$ cat config.mk
export PLATFORM = sky130hd
export DESIGN_NAME = rx_frame_sync_tracker
export DESIGN_NICKNAME = d
export VERILOG_FILES = /design/src/rtl/rfst_pkg.sv /design/src/rtl/rx_frame_sync_tracker.sv /design/src/rtl/rfst_ctrl.sv /design/src/rtl/rfst_dpath.sv
export SDC_FILE = /design/constraint.sdc
export NUM_CORES = 2
export LEC_CHECK = 0
export ABC_CLOCK_PERIOD_IN_PS = 30300
export BUFFER_PORTS_ARGS = -buffer_cell sky130_fd_sc_hd__buf_2
export CAP_MARGIN = 20
export CORE_UTILIZATION = 60
export CTS_CLUSTER_DIAMETER = 200
export DETAILED_ROUTE_END_ITERATION = 8
export PLACE_DENSITY = 0.76
export RECOVER_POWER = 100
export SLEW_MARGIN = 20
export SYNTH_ARGS = -nofsm -noshare
export SYNTH_HDL_FRONTEND = slang
export SYNTH_SLANG_ARGS = --single-unit
$ cat constraint.sdc
create_clock -name clock -period 30.3 [get_ports clock]
set_clock_uncertainty 0.05 [all_clocks]
set_input_delay 6.06 -clock clock [delete_from_list [all_inputs] [get_ports clock]]
set_output_delay 6.06 -clock clock [all_outputs]
set_load 0.02 [all_outputs]
$ cat src/rtl/rfst_pkg.sv
// shared types and constants of the frame sync tracker
// no dependencies; imported by every module of the block
`timescale 1ns / 1ps

package rfst_pkg;

   // field widths
   localparam int CMD_W    = 3;
   localparam int MODE_W   = 3;
   localparam int WORD_W   = 32;
   localparam int TICK_W   = 64;
   localparam int CFG_W    = 16;
   localparam int LIMIT_W  = 48;
   localparam int CSR_IDX_W = 2;

   // request commands
   localparam logic [CMD_W-1:0] CMD_ARM      = 3'd0;
   localparam logic [CMD_W-1:0] CMD_CAPTURE  = 3'd1;
   localparam logic [CMD_W-1:0] CMD_FRAME    = 3'd2;
   localparam logic [CMD_W-1:0] CMD_GAP      = 3'd3;
   localparam logic [CMD_W-1:0] CMD_OVERFLOW = 3'd4;
   localparam logic [CMD_W-1:0] CMD_POLL     = 3'd5;
   localparam logic [CMD_W-1:0] CMD_STOP     = 3'd6;

   // sync modes as reported on sync_state
   localparam logic [MODE_W-1:0] MODE_IDLE     = 3'd0;
   localparam logic [MODE_W-1:0] MODE_ARMED    = 3'd1;
   localparam logic [MODE_W-1:0] MODE_WAIT     = 3'd2;
   localparam logic [MODE_W-1:0] MODE_LOCKED   = 3'd3;
   localparam logic [MODE_W-1:0] MODE_DEGRADED = 3'd4;
   localparam logic [MODE_W-1:0] MODE_ERROR    = 3'd5;

   // register indexes on the csr port
   localparam logic [CSR_IDX_W-1:0] REG_LARGE_GAP = 2'd0;
   localparam logic [CSR_IDX_W-1:0] REG_TIMEOUT   = 2'd1;
   localparam logic [CSR_IDX_W-1:0] REG_TIMER_HZ  = 2'd2;

   // register reset values
   localparam logic [CFG_W-1:0]  LARGE_GAP_RST = 16'd8;
   localparam logic [CFG_W-1:0]  TIMEOUT_RST   = 16'd1000;
   localparam logic [WORD_W-1:0] TIMER_HZ_RST  = 32'd1000000;

   // controller to datapath commands
   typedef struct packed {
      logic load;     // latch the accepted request
      logic sub;      // elapsed ticks and tick limit
      logic mul_a;    // elapsed * 1024 - elapsed * 16
      logic mul_b;    // minus elapsed * 8
      logic cmp;      // timeout decision
      logic commit;   // update state and load the response register
   } dp_cmd_type;

   // datapath to controller status
   typedef struct packed {
      logic req_is_poll;  // incoming request is a poll
      logic rsp_free;     // response register can take a new result
   } dp_sts_type;

endpackage

$ cat src/rtl/rx_frame_sync_tracker.sv
// channel  direction  handshake              payload
// req      in         req_valid / req_stall  command, epoch, tick, index, flags, lost
// rsp      out        rsp_valid / rsp_stall  frame result and full tracker status
// csr      in         csr_valid / csr_ready  csr_index, csr_wdata
//
// a poll request goes from accept via sub, mul_a, mul_b and cmp to commit (64-bit
// subtract with the 16x32 limit product, two shift-subtract steps for x1000,
// compare, commit); all other commands go from accept to commit. The result shows the
// cycle after commit. A new request is taken while a result waits; its commit waits
// for the slot. Reset is synchronous; no clearing pass. csr writes are always taken.
//
// top level of the frame sync tracker; uses rfst_pkg, rfst_ctrl, rfst_dpath
`timescale 1ns / 1ps

module rx_frame_sync_tracker (
   input  logic                            clock,
   input  logic                            reset,
   input  logic                            req_valid,
   output logic                            req_stall,
   input  logic [rfst_pkg::CMD_W-1:0]      req_command,
   input  logic [rfst_pkg::WORD_W-1:0]     req_epoch,
   input  logic [rfst_pkg::TICK_W-1:0]     req_time_tick,
   input  logic [rfst_pkg::WORD_W-1:0]     req_sample_index,
   input  logic                            req_batch_start,
   input  logic [rfst_pkg::WORD_W-1:0]     req_lost_count,
   output logic                            rsp_valid,
   input  logic                            rsp_stall,
   output logic [rfst_pkg::WORD_W-1:0]     rsp_frame_index_out,
   output logic                            rsp_frame_synced,
   output logic                            rsp_frame_degraded,
   output logic [rfst_pkg::MODE_W-1:0]     rsp_sync_state,
   output logic                            rsp_locked_flag,
   output logic [rfst_pkg::WORD_W-1:0]     rsp_current_epoch,
   output logic [rfst_pkg::TICK_W-1:0]     rsp_captured_tick,
   output logic [rfst_pkg::WORD_W-1:0]     rsp_start_index,
   output logic [rfst_pkg::WORD_W-1:0]     rsp_resync_total,
   output logic [rfst_pkg::WORD_W-1:0]     rsp_capture_total,
   output logic [rfst_pkg::WORD_W-1:0]     rsp_timeout_total,
   input  logic                            csr_valid,
   output logic                            csr_ready,
   input  logic [rfst_pkg::CSR_IDX_W-1:0]  csr_index,
   input  logic [rfst_pkg::WORD_W-1:0]     csr_wdata
);
   import rfst_pkg::*;

   dp_cmd_type cmd;
   dp_sts_type sts;

   // registers accept a write in any cycle
   assign csr_ready = 1'b1;

   // sequencing
   rfst_ctrl u_ctrl (
      .clock     (clock),
      .reset     (reset),
      .req_valid (req_valid),
      .req_stall (req_stall),
      .sts       (sts),
      .cmd       (cmd)
   );

   // state, arithmetic and response register
   rfst_dpath u_dpath (
      .clock               (clock),
      .reset               (reset),
      .cmd                 (cmd),
      .sts                 (sts),
      .req_command         (req_command),
      .req_epoch           (req_epoch),
      .req_time_tick       (req_time_tick),
      .req_sample_index    (req_sample_index),
      .req_batch_start     (req_batch_start),
      .req_lost_count      (req_lost_count),
      .csr_wen             (csr_valid && csr_ready),
      .csr_index           (csr_index),
      .csr_wdata           (csr_wdata),
      .rsp_valid           (rsp_valid),
      .rsp_stall           (rsp_stall),
      .rsp_frame_index_out (rsp_frame_index_out),
      .rsp_frame_synced    (rsp_frame_synced),
      .rsp_frame_degraded  (rsp_frame_degraded),
      .rsp_sync_state      (rsp_sync_state),
      .rsp_locked_flag     (rsp_locked_flag),
      .rsp_current_epoch   (rsp_current_epoch),
      .rsp_captured_tick   (rsp_captured_tick),
      .rsp_start_index     (rsp_start_index),
      .rsp_resync_total    (rsp_resync_total),
      .rsp_capture_total   (rsp_capture_total),
      .rsp_timeout_total   (rsp_timeout_total)
   );

endmodule

$ cat src/rtl/rfst_ctrl.sv
// sequencing controller of the frame sync tracker
// depends on rfst_pkg for the command and status structs
`timescale 1ns / 1ps

module rfst_ctrl (
   input  logic                clock,
   input  logic                reset,
   input  logic                req_valid,
   output logic                req_stall,
   input  rfst_pkg::dp_sts_type sts,
   output rfst_pkg::dp_cmd_type cmd
);
   import rfst_pkg::*;

   typedef enum logic [5:0] {
      ST_IDLE   = 6'b000001,
      ST_SUB    = 6'b000010,
      ST_MUL_A  = 6'b000100,
      ST_MUL_B  = 6'b001000,
      ST_CMP    = 6'b010000,
      ST_COMMIT = 6'b100000
   } ctrl_state_type;

   ctrl_state_type state_ff, state_in;

   // only the idle state takes a request
   assign req_stall = (state_ff != ST_IDLE);

   // next state and commands
   always_comb begin
      state_in = state_ff;
      cmd      = '0;
      case (state_ff)
         ST_IDLE: begin
            if (req_valid) begin
               cmd.load = 1'b1;
               state_in = sts.req_is_poll ? ST_SUB : ST_COMMIT;
            end
         end
         ST_SUB: begin
            cmd.sub  = 1'b1;
            state_in = ST_MUL_A;
         end
         ST_MUL_A: begin
            cmd.mul_a = 1'b1;
            state_in  = ST_MUL_B;
         end
         ST_MUL_B: begin
            cmd.mul_b = 1'b1;
            state_in  = ST_CMP;
         end
         ST_CMP: begin
            cmd.cmp  = 1'b1;
            state_in = ST_COMMIT;
         end
         ST_COMMIT: begin
            // hold until the response register has room
            if (sts.rsp_free) begin
               cmd.commit = 1'b1;
               state_in   = ST_IDLE;
            end
         end
         default: begin
            state_in = ST_IDLE;
         end
      endcase
   end

   // state register
   always_ff @(posedge clock) begin
      if (reset) begin
         state_ff <= ST_IDLE;
      end else begin
         state_ff <= state_in;
      end
   end

endmodule

$ cat src/rtl/rfst_dpath.sv
// datapath of the frame sync tracker: registers, timeout arithmetic, response
// depends on rfst_pkg for widths, codes and the command and status structs
`timescale 1ns / 1ps

module rfst_dpath (
   input  logic                                 clock,
   input  logic                                 reset,
   input  rfst_pkg::dp_cmd_type                 cmd,
   output rfst_pkg::dp_sts_type                 sts,
   input  logic [rfst_pkg::CMD_W-1:0]           req_command,
   input  logic [rfst_pkg::WORD_W-1:0]          req_epoch,
   input  logic [rfst_pkg::TICK_W-1:0]          req_time_tick,
   input  logic [rfst_pkg::WORD_W-1:0]          req_sample_index,
   input  logic                                 req_batch_start,
   input  logic [rfst_pkg::WORD_W-1:0]          req_lost_count,
   input  logic                                 csr_wen,
   input  logic [rfst_pkg::CSR_IDX_W-1:0]       csr_index,
   input  logic [rfst_pkg::WORD_W-1:0]          csr_wdata,
   output logic                                 rsp_valid,
   input  logic                                 rsp_stall,
   output logic [rfst_pkg::WORD_W-1:0]          rsp_frame_index_out,
   output logic                                 rsp_frame_synced,
   output logic                                 rsp_frame_degraded,
   output logic [rfst_pkg::MODE_W-1:0]          rsp_sync_state,
   output logic                                 rsp_locked_flag,
   output logic [rfst_pkg::WORD_W-1:0]          rsp_current_epoch,
   output logic [rfst_pkg::TICK_W-1:0]          rsp_captured_tick,
   output logic [rfst_pkg::WORD_W-1:0]          rsp_start_index,
   output logic [rfst_pkg::WORD_W-1:0]          rsp_resync_total,
   output logic [rfst_pkg::WORD_W-1:0]          rsp_capture_total,
   output logic [rfst_pkg::WORD_W-1:0]          rsp_timeout_total
);
   import rfst_pkg::*;

   // configuration registers
   logic [CFG_W-1:0]  large_gap_ff;
   logic [CFG_W-1:0]  timeout_ms_ff;
   logic [WORD_W-1:0] timer_hz_ff;

   // latched request
   logic [CMD_W-1:0]  cmd_ff;
   logic [WORD_W-1:0] req_epoch_ff;
   logic [TICK_W-1:0] tick_ff;
   logic [WORD_W-1:0] index_ff;
   logic              bstart_ff;
   logic [WORD_W-1:0] lost_ff;

   // tracker state
   logic [MODE_W-1:0] mode_ff, mode_in;
   logic              locked_ff, locked_in;
   logic [WORD_W-1:0] epoch_ff, epoch_in;
   logic [TICK_W-1:0] cap_tick_ff, cap_tick_in;
   logic [WORD_W-1:0] start_ff, start_in;
   logic [WORD_W-1:0] resync_ff, resync_in;
   logic [WORD_W-1:0] cap_cnt_ff, cap_cnt_in;
   logic [WORD_W-1:0] tmo_cnt_ff, tmo_cnt_in;
   logic [TICK_W-1:0] armed_at_ff, armed_at_in;
   logic              armed_before_ff, armed_before_in;

   // timeout arithmetic
   logic [TICK_W-1:0]  elapsed_ff;
   logic [LIMIT_W-1:0] limit_ff;
   logic [TICK_W-1:0]  prod_ff;
   logic               tout_ff;

   // frame outcome
   logic [WORD_W-1:0] fidx;
   logic              fsync;
   logic              fdeg;

   // response register
   logic              rsp_valid_ff;
   logic [WORD_W-1:0] rsp_fidx_ff;
   logic              rsp_fsync_ff;
   logic              rsp_fdeg_ff;
   logic [MODE_W-1:0] rsp_mode_ff;
   logic              rsp_locked_ff;
   logic [WORD_W-1:0] rsp_epoch_ff;
   logic [TICK_W-1:0] rsp_cap_tick_ff;
   logic [WORD_W-1:0] rsp_start_ff;
   logic [WORD_W-1:0] rsp_resync_ff;
   logic [WORD_W-1:0] rsp_cap_cnt_ff;
   logic [WORD_W-1:0] rsp_tmo_cnt_ff;

   // status to the controller
   assign sts.req_is_poll = (req_command == CMD_POLL);
   assign sts.rsp_free    = !rsp_valid_ff || !rsp_stall;

   // csr writes, out-of-range index ignored
   always_ff @(posedge clock) begin
      if (reset) begin
         large_gap_ff  <= LARGE_GAP_RST;
         timeout_ms_ff <= TIMEOUT_RST;
         timer_hz_ff   <= TIMER_HZ_RST;
      end else if (csr_wen) begin
         case (csr_index)
            REG_LARGE_GAP: large_gap_ff  <= csr_wdata[CFG_W-1:0];
            REG_TIMEOUT:   timeout_ms_ff <= csr_wdata[CFG_W-1:0];
            REG_TIMER_HZ:  timer_hz_ff   <= csr_wdata;
            default:       ;
         endcase
      end
   end

   // request latch
   always_ff @(posedge clock) begin
      if (cmd.load) begin
         cmd_ff       <= req_command;
         req_epoch_ff <= req_epoch;
         tick_ff      <= req_time_tick;
         index_ff     <= req_sample_index;
         bstart_ff    <= req_batch_start;
         lost_ff      <= req_lost_count;
      end
   end

   // timeout test over four steps: elapsed * 1000 >= timeout_ms * timer_hz,
   // with 1000 = 1024 - 16 - 8; the product is exact below 2^54 elapsed ticks
   always_ff @(posedge clock) begin
      if (cmd.sub) begin
         elapsed_ff <= tick_ff - armed_at_ff;
         limit_ff   <= LIMIT_W'(timeout_ms_ff) * LIMIT_W'(timer_hz_ff);
      end
      if (cmd.mul_a) begin
         prod_ff <= {elapsed_ff[TICK_W-11:0], 10'd0} - {elapsed_ff[TICK_W-5:0], 4'd0};
      end
      if (cmd.mul_b) begin
         prod_ff <= prod_ff - {elapsed_ff[TICK_W-4:0], 3'd0};
      end
      if (cmd.cmp) begin
         tout_ff <= (timer_hz_ff == '0) || (|elapsed_ff[TICK_W-1:54])
                    || (prod_ff >= {16'd0, limit_ff});
      end
   end

   // command decode and next tracker state
   always_comb begin
      mode_in         = mode_ff;
      locked_in       = locked_ff;
      epoch_in        = epoch_ff;
      cap_tick_in     = cap_tick_ff;
      start_in        = start_ff;
      resync_in       = resync_ff;
      cap_cnt_in      = cap_cnt_ff;
      tmo_cnt_in      = tmo_cnt_ff;
      armed_at_in     = armed_at_ff;
      armed_before_in = armed_before_ff;
      fidx            = '0;
      fsync           = 1'b0;
      fdeg            = 1'b0;
      case (cmd_ff)
         CMD_ARM: begin
            if (armed_before_ff) begin
               resync_in = resync_ff + 32'd1;
            end
            armed_before_in = 1'b1;
            mode_in         = MODE_ARMED;
            epoch_in        = req_epoch_ff;
            cap_tick_in     = '0;
            start_in        = '0;
            locked_in       = 1'b0;
            armed_at_in     = tick_ff;
         end
         CMD_CAPTURE: begin
            if (mode_ff == MODE_ARMED) begin
               cap_tick_in = tick_ff;
               cap_cnt_in  = cap_cnt_ff + 32'd1;
               mode_in     = MODE_WAIT;
            end
         end
         CMD_FRAME: begin
            fidx = index_ff;
            if (mode_ff == MODE_WAIT && bstart_ff) begin
               // batch start: lock and zero the index
               start_in  = index_ff;
               fidx      = '0;
               fsync     = 1'b1;
               locked_in = 1'b1;
               mode_in   = MODE_LOCKED;
            end else if (mode_ff == MODE_LOCKED) begin
               if (index_ff >= start_ff) begin
                  fidx  = index_ff - start_ff;
                  fsync = 1'b1;
               end else begin
                  // index before the batch start
                  mode_in   = MODE_ERROR;
                  locked_in = 1'b0;
               end
            end else if (mode_ff == MODE_DEGRADED) begin
               fdeg = 1'b1;
            end
         end
         CMD_GAP: begin
            if (lost_ff >= {16'd0, large_gap_ff}) begin
               mode_in   = MODE_DEGRADED;
               locked_in = 1'b0;
            end
         end
         CMD_OVERFLOW: begin
            mode_in   = MODE_DEGRADED;
            locked_in = 1'b0;
         end
         CMD_POLL: begin
            if ((mode_ff inside {MODE_ARMED, MODE_WAIT}) && tout_ff) begin
               tmo_cnt_in = tmo_cnt_ff + 32'd1;
               mode_in    = MODE_DEGRADED;
               locked_in  = 1'b0;
            end
         end
         CMD_STOP: begin
            mode_in   = MODE_IDLE;
            locked_in = 1'b0;
         end
         default: ;
      endcase
   end

   // tracker state registers
   always_ff @(posedge clock) begin
      if (reset) begin
         mode_ff         <= MODE_IDLE;
         locked_ff       <= 1'b0;
         epoch_ff        <= '0;
         cap_tick_ff     <= '0;
         start_ff        <= '0;
         resync_ff       <= '0;
         cap_cnt_ff      <= '0;
         tmo_cnt_ff      <= '0;
         armed_at_ff     <= '0;
         armed_before_ff <= 1'b0;
      end else if (cmd.commit) begin
         mode_ff         <= mode_in;
         locked_ff       <= locked_in;
         epoch_ff        <= epoch_in;
         cap_tick_ff     <= cap_tick_in;
         start_ff        <= start_in;
         resync_ff       <= resync_in;
         cap_cnt_ff      <= cap_cnt_in;
         tmo_cnt_ff      <= tmo_cnt_in;
         armed_at_ff     <= armed_at_in;
         armed_before_ff <= armed_before_in;
      end
   end

   // response valid
   always_ff @(posedge clock) begin
      if (reset) begin
         rsp_valid_ff <= 1'b0;
      end else if (cmd.commit) begin
         rsp_valid_ff <= 1'b1;
      end else if (!rsp_stall) begin
         rsp_valid_ff <= 1'b0;
      end
   end

   // response payload
   always_ff @(posedge clock) begin
      if (cmd.commit) begin
         rsp_fidx_ff     <= fidx;
         rsp_fsync_ff    <= fsync;
         rsp_fdeg_ff     <= fdeg;
         rsp_mode_ff     <= mode_in;
         rsp_locked_ff   <= locked_in;
         rsp_epoch_ff    <= epoch_in;
         rsp_cap_tick_ff <= cap_tick_in;
         rsp_start_ff    <= start_in;
         rsp_resync_ff   <= resync_in;
         rsp_cap_cnt_ff  <= cap_cnt_in;
         rsp_tmo_cnt_ff  <= tmo_cnt_in;
      end
   end

   assign rsp_valid           = rsp_valid_ff;
   assign rsp_frame_index_out = rsp_fidx_ff;
   assign rsp_frame_synced    = rsp_fsync_ff;
   assign rsp_frame_degraded  = rsp_fdeg_ff;
   assign rsp_sync_state      = rsp_mode_ff;
   assign rsp_locked_flag     = rsp_locked_ff;
   assign rsp_current_epoch   = rsp_epoch_ff;
   assign rsp_captured_tick   = rsp_cap_tick_ff;
   assign rsp_start_index     = rsp_start_ff;
   assign rsp_resync_total    = rsp_resync_ff;
   assign rsp_capture_total   = rsp_cap_cnt_ff;
   assign rsp_timeout_total   = rsp_tmo_cnt_ff;

endmodule

==> metrics.md <==
| Metric | Value |
|---|---|
| Post-DP HPWL | `between 100,000 and 150,000 um` |
| Multi-input logic area | `35,900 um2` |
| CP max-delay cell | `clkinvlp_2` |
| Post-CTS Resized | `0` |
| Rel. slew slack | `-269%` |
| Syn Inst Count | `approximately 7.0k` |
| Routed WL | `169,000 um` |
| Clk buf depth | `3` |
| Setup Viol. Count Final | `0` |
| # clock sinks | `roughly 960` |
| Ys async rst share | `0%` |
| Placed insts | `8,574` |
| Synthesized area | `65,400 um2` |
| TNS Setup | `0 ps` |
| # nets final | `8,288` |
| Grt ovf | `0` |
| Synth Warn # | `0` |
| Pwr Total | `3.79 mW` |
| Critical Path End | `u_dpath.armed_at_ff[26]` |
| Layout cells sized above 1 | `about 5.4%` |
| Syn_area_per_cell | `between 9 and 10 um2` |
| Main combinational cell family by area after synthesis | `adder cells` |
| Final antenna-violating net count | `0` |
| Total Die Area | `110,000 um2` |
| TritonCTS clock tree | `built` |
| Worst reg2reg path depth | `9` |
| Xor/xnor share of the synthesized area | `5.25%` |
| Length of the first detailed-routing pass in iterations | `8` |
| Register area | `25,300 um2` |
| PortBufs | `466` |
| R2R Setup Slk | `between 15,000 and 20,000 ps` |
| Final Hold Viols | `0` |
| R2r startpoint | `u_ctrl.state_ff[2]` |
| Crit path buffers/inverters | `4` |
| Status | `complete, but fails checks` |
| Area grow syn2layout | `9.34%` |
| Synth unique cells | `96` |
| Routability-driven placement congestion ratio | `around 0.96` |
| Clk Latency, worst-skew pair | `about 700 ps` |
| Clk root buf | `clkbuf_16` |
| First-pass GRT wire length | `between 200,000 and 300,000 um` |
| Pwr/cell area | `53.1 nW/um2` |
| Chip width | `approximately 330 um` |
| Fmax achieved | `around 60 MHz` |
| Min-Delay Path Class | `reg2reg` |
| Vias in the first global route | `roughly 51k` |
| CORE AREA | `approximately 110,000 um2` |
| Leakage | `29.5 nW` |
| Startpoint types | `input pin` |
| Setup WS post-layout | `13,930 ps` |
| Failing checks | `capacitance limit, slew limit` |
| Die Ht | `332 um` |
| Worst path depth | `9` |
| Initial antenna violation count | `22` |
| Clock slew at reported path FFs | `~60 ps` |
| Synth Area in Compound Gates | `12.0%` |
| Initial DRC count | `4,274` |
| EDFF count, synth | `600` |
| Non-Filler Instances | `8,768` |
| Ys flop type | `edfxtp_1` |
| Total GRT Usage | `30.6%` |
| Boundary Pins | `468` |
| Setup bufs post-CTS | `0` |
| Crit path largest cell delay | `between 4000 and 5000 ps` |
| Largest net degree at the start of global routing | `136` |
| Post-route minimum period | `16,370 ps` |
| Initial Util | `60.8%` |
| Crit Path Class | `in2reg` |
| CP Max Fanout | `135` |
| CP arrival | `16,910 ps` |
| VDD IR max | `0.0000643 V` |
| CP cell instances | `buf_2 -> nand2_1 -> nand2b_1 -> clkinvlp_2 -> clkbuf_1 -> nand2_2 -> clkbuf_1 -> nand2_1 -> a21oi_1` |
| Period utilisation layout | `54.0%` |
| Fin. max-slew vios | `1,633` |
| WP data required | `30,840 ps` |
| FF+latch count, synth | `about 960` |
| Post-synthesis simple-gate area fraction | `16.9%` |
| Crit end category | `flop` |
| Terminus of the critical flop-to-flop path | `u_dpath.armed_at_ff[26]` |
| Adder-Cell Fraction of Synth Area | `about a fifth` |
| H-tree level count | `3` |
| Wirelength per Cell | `between 15 and 20 um` |
| Vias | `51.1k` |
| Slew @ Worst Pin | `around 5500 ps` |
| Row count | `120` |
| CTS buffer count | `98` |
| Fillers | `8,731` |
| Hold buffers post-CTS | `0` |
| RSZ-0062 raised after global routing | `no` |
| Final design area excluding fillers | `slightly above 70,000 um2` |
| Max-cap violations | `23` |
| Mux cell area share after synthesis | `0.448%` |
| DP Area | `68,600 um2` |
| Post-route DRC violation count | `0` |
| Hold Worst Slack | `404 ps` |
| Hold Path Depth | `2` |
| Syn_nets | `8,019` |
| Register area share after synthesis | `between 30% and 40%` |
| Util after Layout | `66.5%` |
| CP top delay family | `buffers and inverters` |
| Crit path from | `rsp_stall` |
| Vias per cell | `5.83` |
| Setup WS pre-CTS | `20,920 ps` |
[power breakdown]
part,switching (mW),internal [mW]
Sequential,0.0407,1.48
Clock,0.543,0.725
Combinational,0.619,0.386
Total,1.20,2.59
[synth_stat cells (all sizes together) (10+ instances only)]
library cell	number	share of area (%)
a211oi	33	0.38
a21o	163	1.9
a21oi	582	4.5
a221oi	14	0.20
a22o	34	0.46
a31o	10	0.13
a31oi	36	0.35
and2	226	2.2
and3	52	0.51
and4	16	0.21
buf	31	0.20
clkbuf	311	1.8
dfxtp	364	11
edfxtp	600	28
fa	421	13
ha	393	7.5
inv	752	4.3
mux2i	27	0.41
nand2	1308	7.5
nand2b	35	0.33
nand3	179	1.4
nand3b	20	0.23
nand4	64	0.61
nor2	309	1.8
nor2b	37	0.35
nor3	52	0.43
nor3b	11	0.13
nor4	35	0.37
o211ai	22	0.25
o21a	32	0.37
o21ai	206	1.6
o21bai	42	0.48
o31ai	20	0.23
or3	48	0.47
xnor2	209	2.8
xor2	183	2.5
[cell type report]
cell class              instances  area share, %
diodes                          8         0.0280
clock buffers                 137           3.93
clock inverters                49          0.895
inverters                     753           3.96
multi-input cells            4943           50.2
flip-flops and latches        964           35.4
well taps                    1403           2.46
repair buffers                511           3.12
[worst min-delay path, stage by stage (launching register included)]
cell and delay (ps):
dfxtp_1 310, nand2_1 50, a21oi_1 50
[routing by layer]
layer  vias to the layer above  routed length (um)  track usage, %
met3                       387               14300            6.91
li1                      24000                   -               -
met4                        28                6110            11.0
met5                         -                 170               0
met2                      1811               81200            50.8
met1                     24900               67600            39.1
[placed cells by master, fill, tap and decap left out, types with 209 or more instances in the layout]
cell type / instances
edfxtp_1: 600
ha_1: 393
nand2_1: 1307
nor2_1: 308
xnor2_1: 209
fa_1: 421
a21oi_1: 582
clkbuf_1: 331
and2_1: 214
inv_1: 752
dfxtp_1: 359
[sequential cells by signal, indices dropped and copies added, names as in the netlist, 48 cells and up]
register	count
u_dpath.armed_at_ff	64
u_dpath.cap_tick_ff	64
u_dpath.elapsed_ff	64
u_dpath.rsp_captured_tick	64
u_dpath.tick_ff	64
u_dpath.prod_ff	61
u_dpath.limit_ff	48
[how the worst min path moves through the flow]
| stage | from | end | slack, ps |
|---|---|---|---|
| 6_report | u_dpath.armed_at_ff[29] | u_dpath.armed_at_ff[29] | 400 |
| 3_3_place_gp | u_dpath.armed_at_ff[34] | u_dpath.armed_at_ff[34] | 390 |
| 2_1_floorplan | u_dpath.armed_at_ff[10] | u_dpath.armed_at_ff[10] | 390 |
| 5_1_grt | u_dpath.armed_at_ff[49] | u_dpath.armed_at_ff[49] | 420 |
| 3_5_place_dp | u_dpath.armed_at_ff[36] | u_dpath.armed_at_ff[36] | 400 |
| 4_1_cts | u_dpath.cap_tick_ff[6] | u_dpath.cap_tick_ff[6] | 410 |
[kinds of logic (layout without fill, tap and decap cells)]
group	after synthesis	count (layout)
XOR/XNOR	392	392
buffers and inverters	1095	1450
AO/OA/AOI/OAI	1286	1286
AND/OR/NAND/NOR	2421	2421
flip-flops	964	964
multiplexers	29	29
other	1	9
adder cells (fa/ha/maj)	814	814
Note: power is estimated with default switching activity, not from simulation.
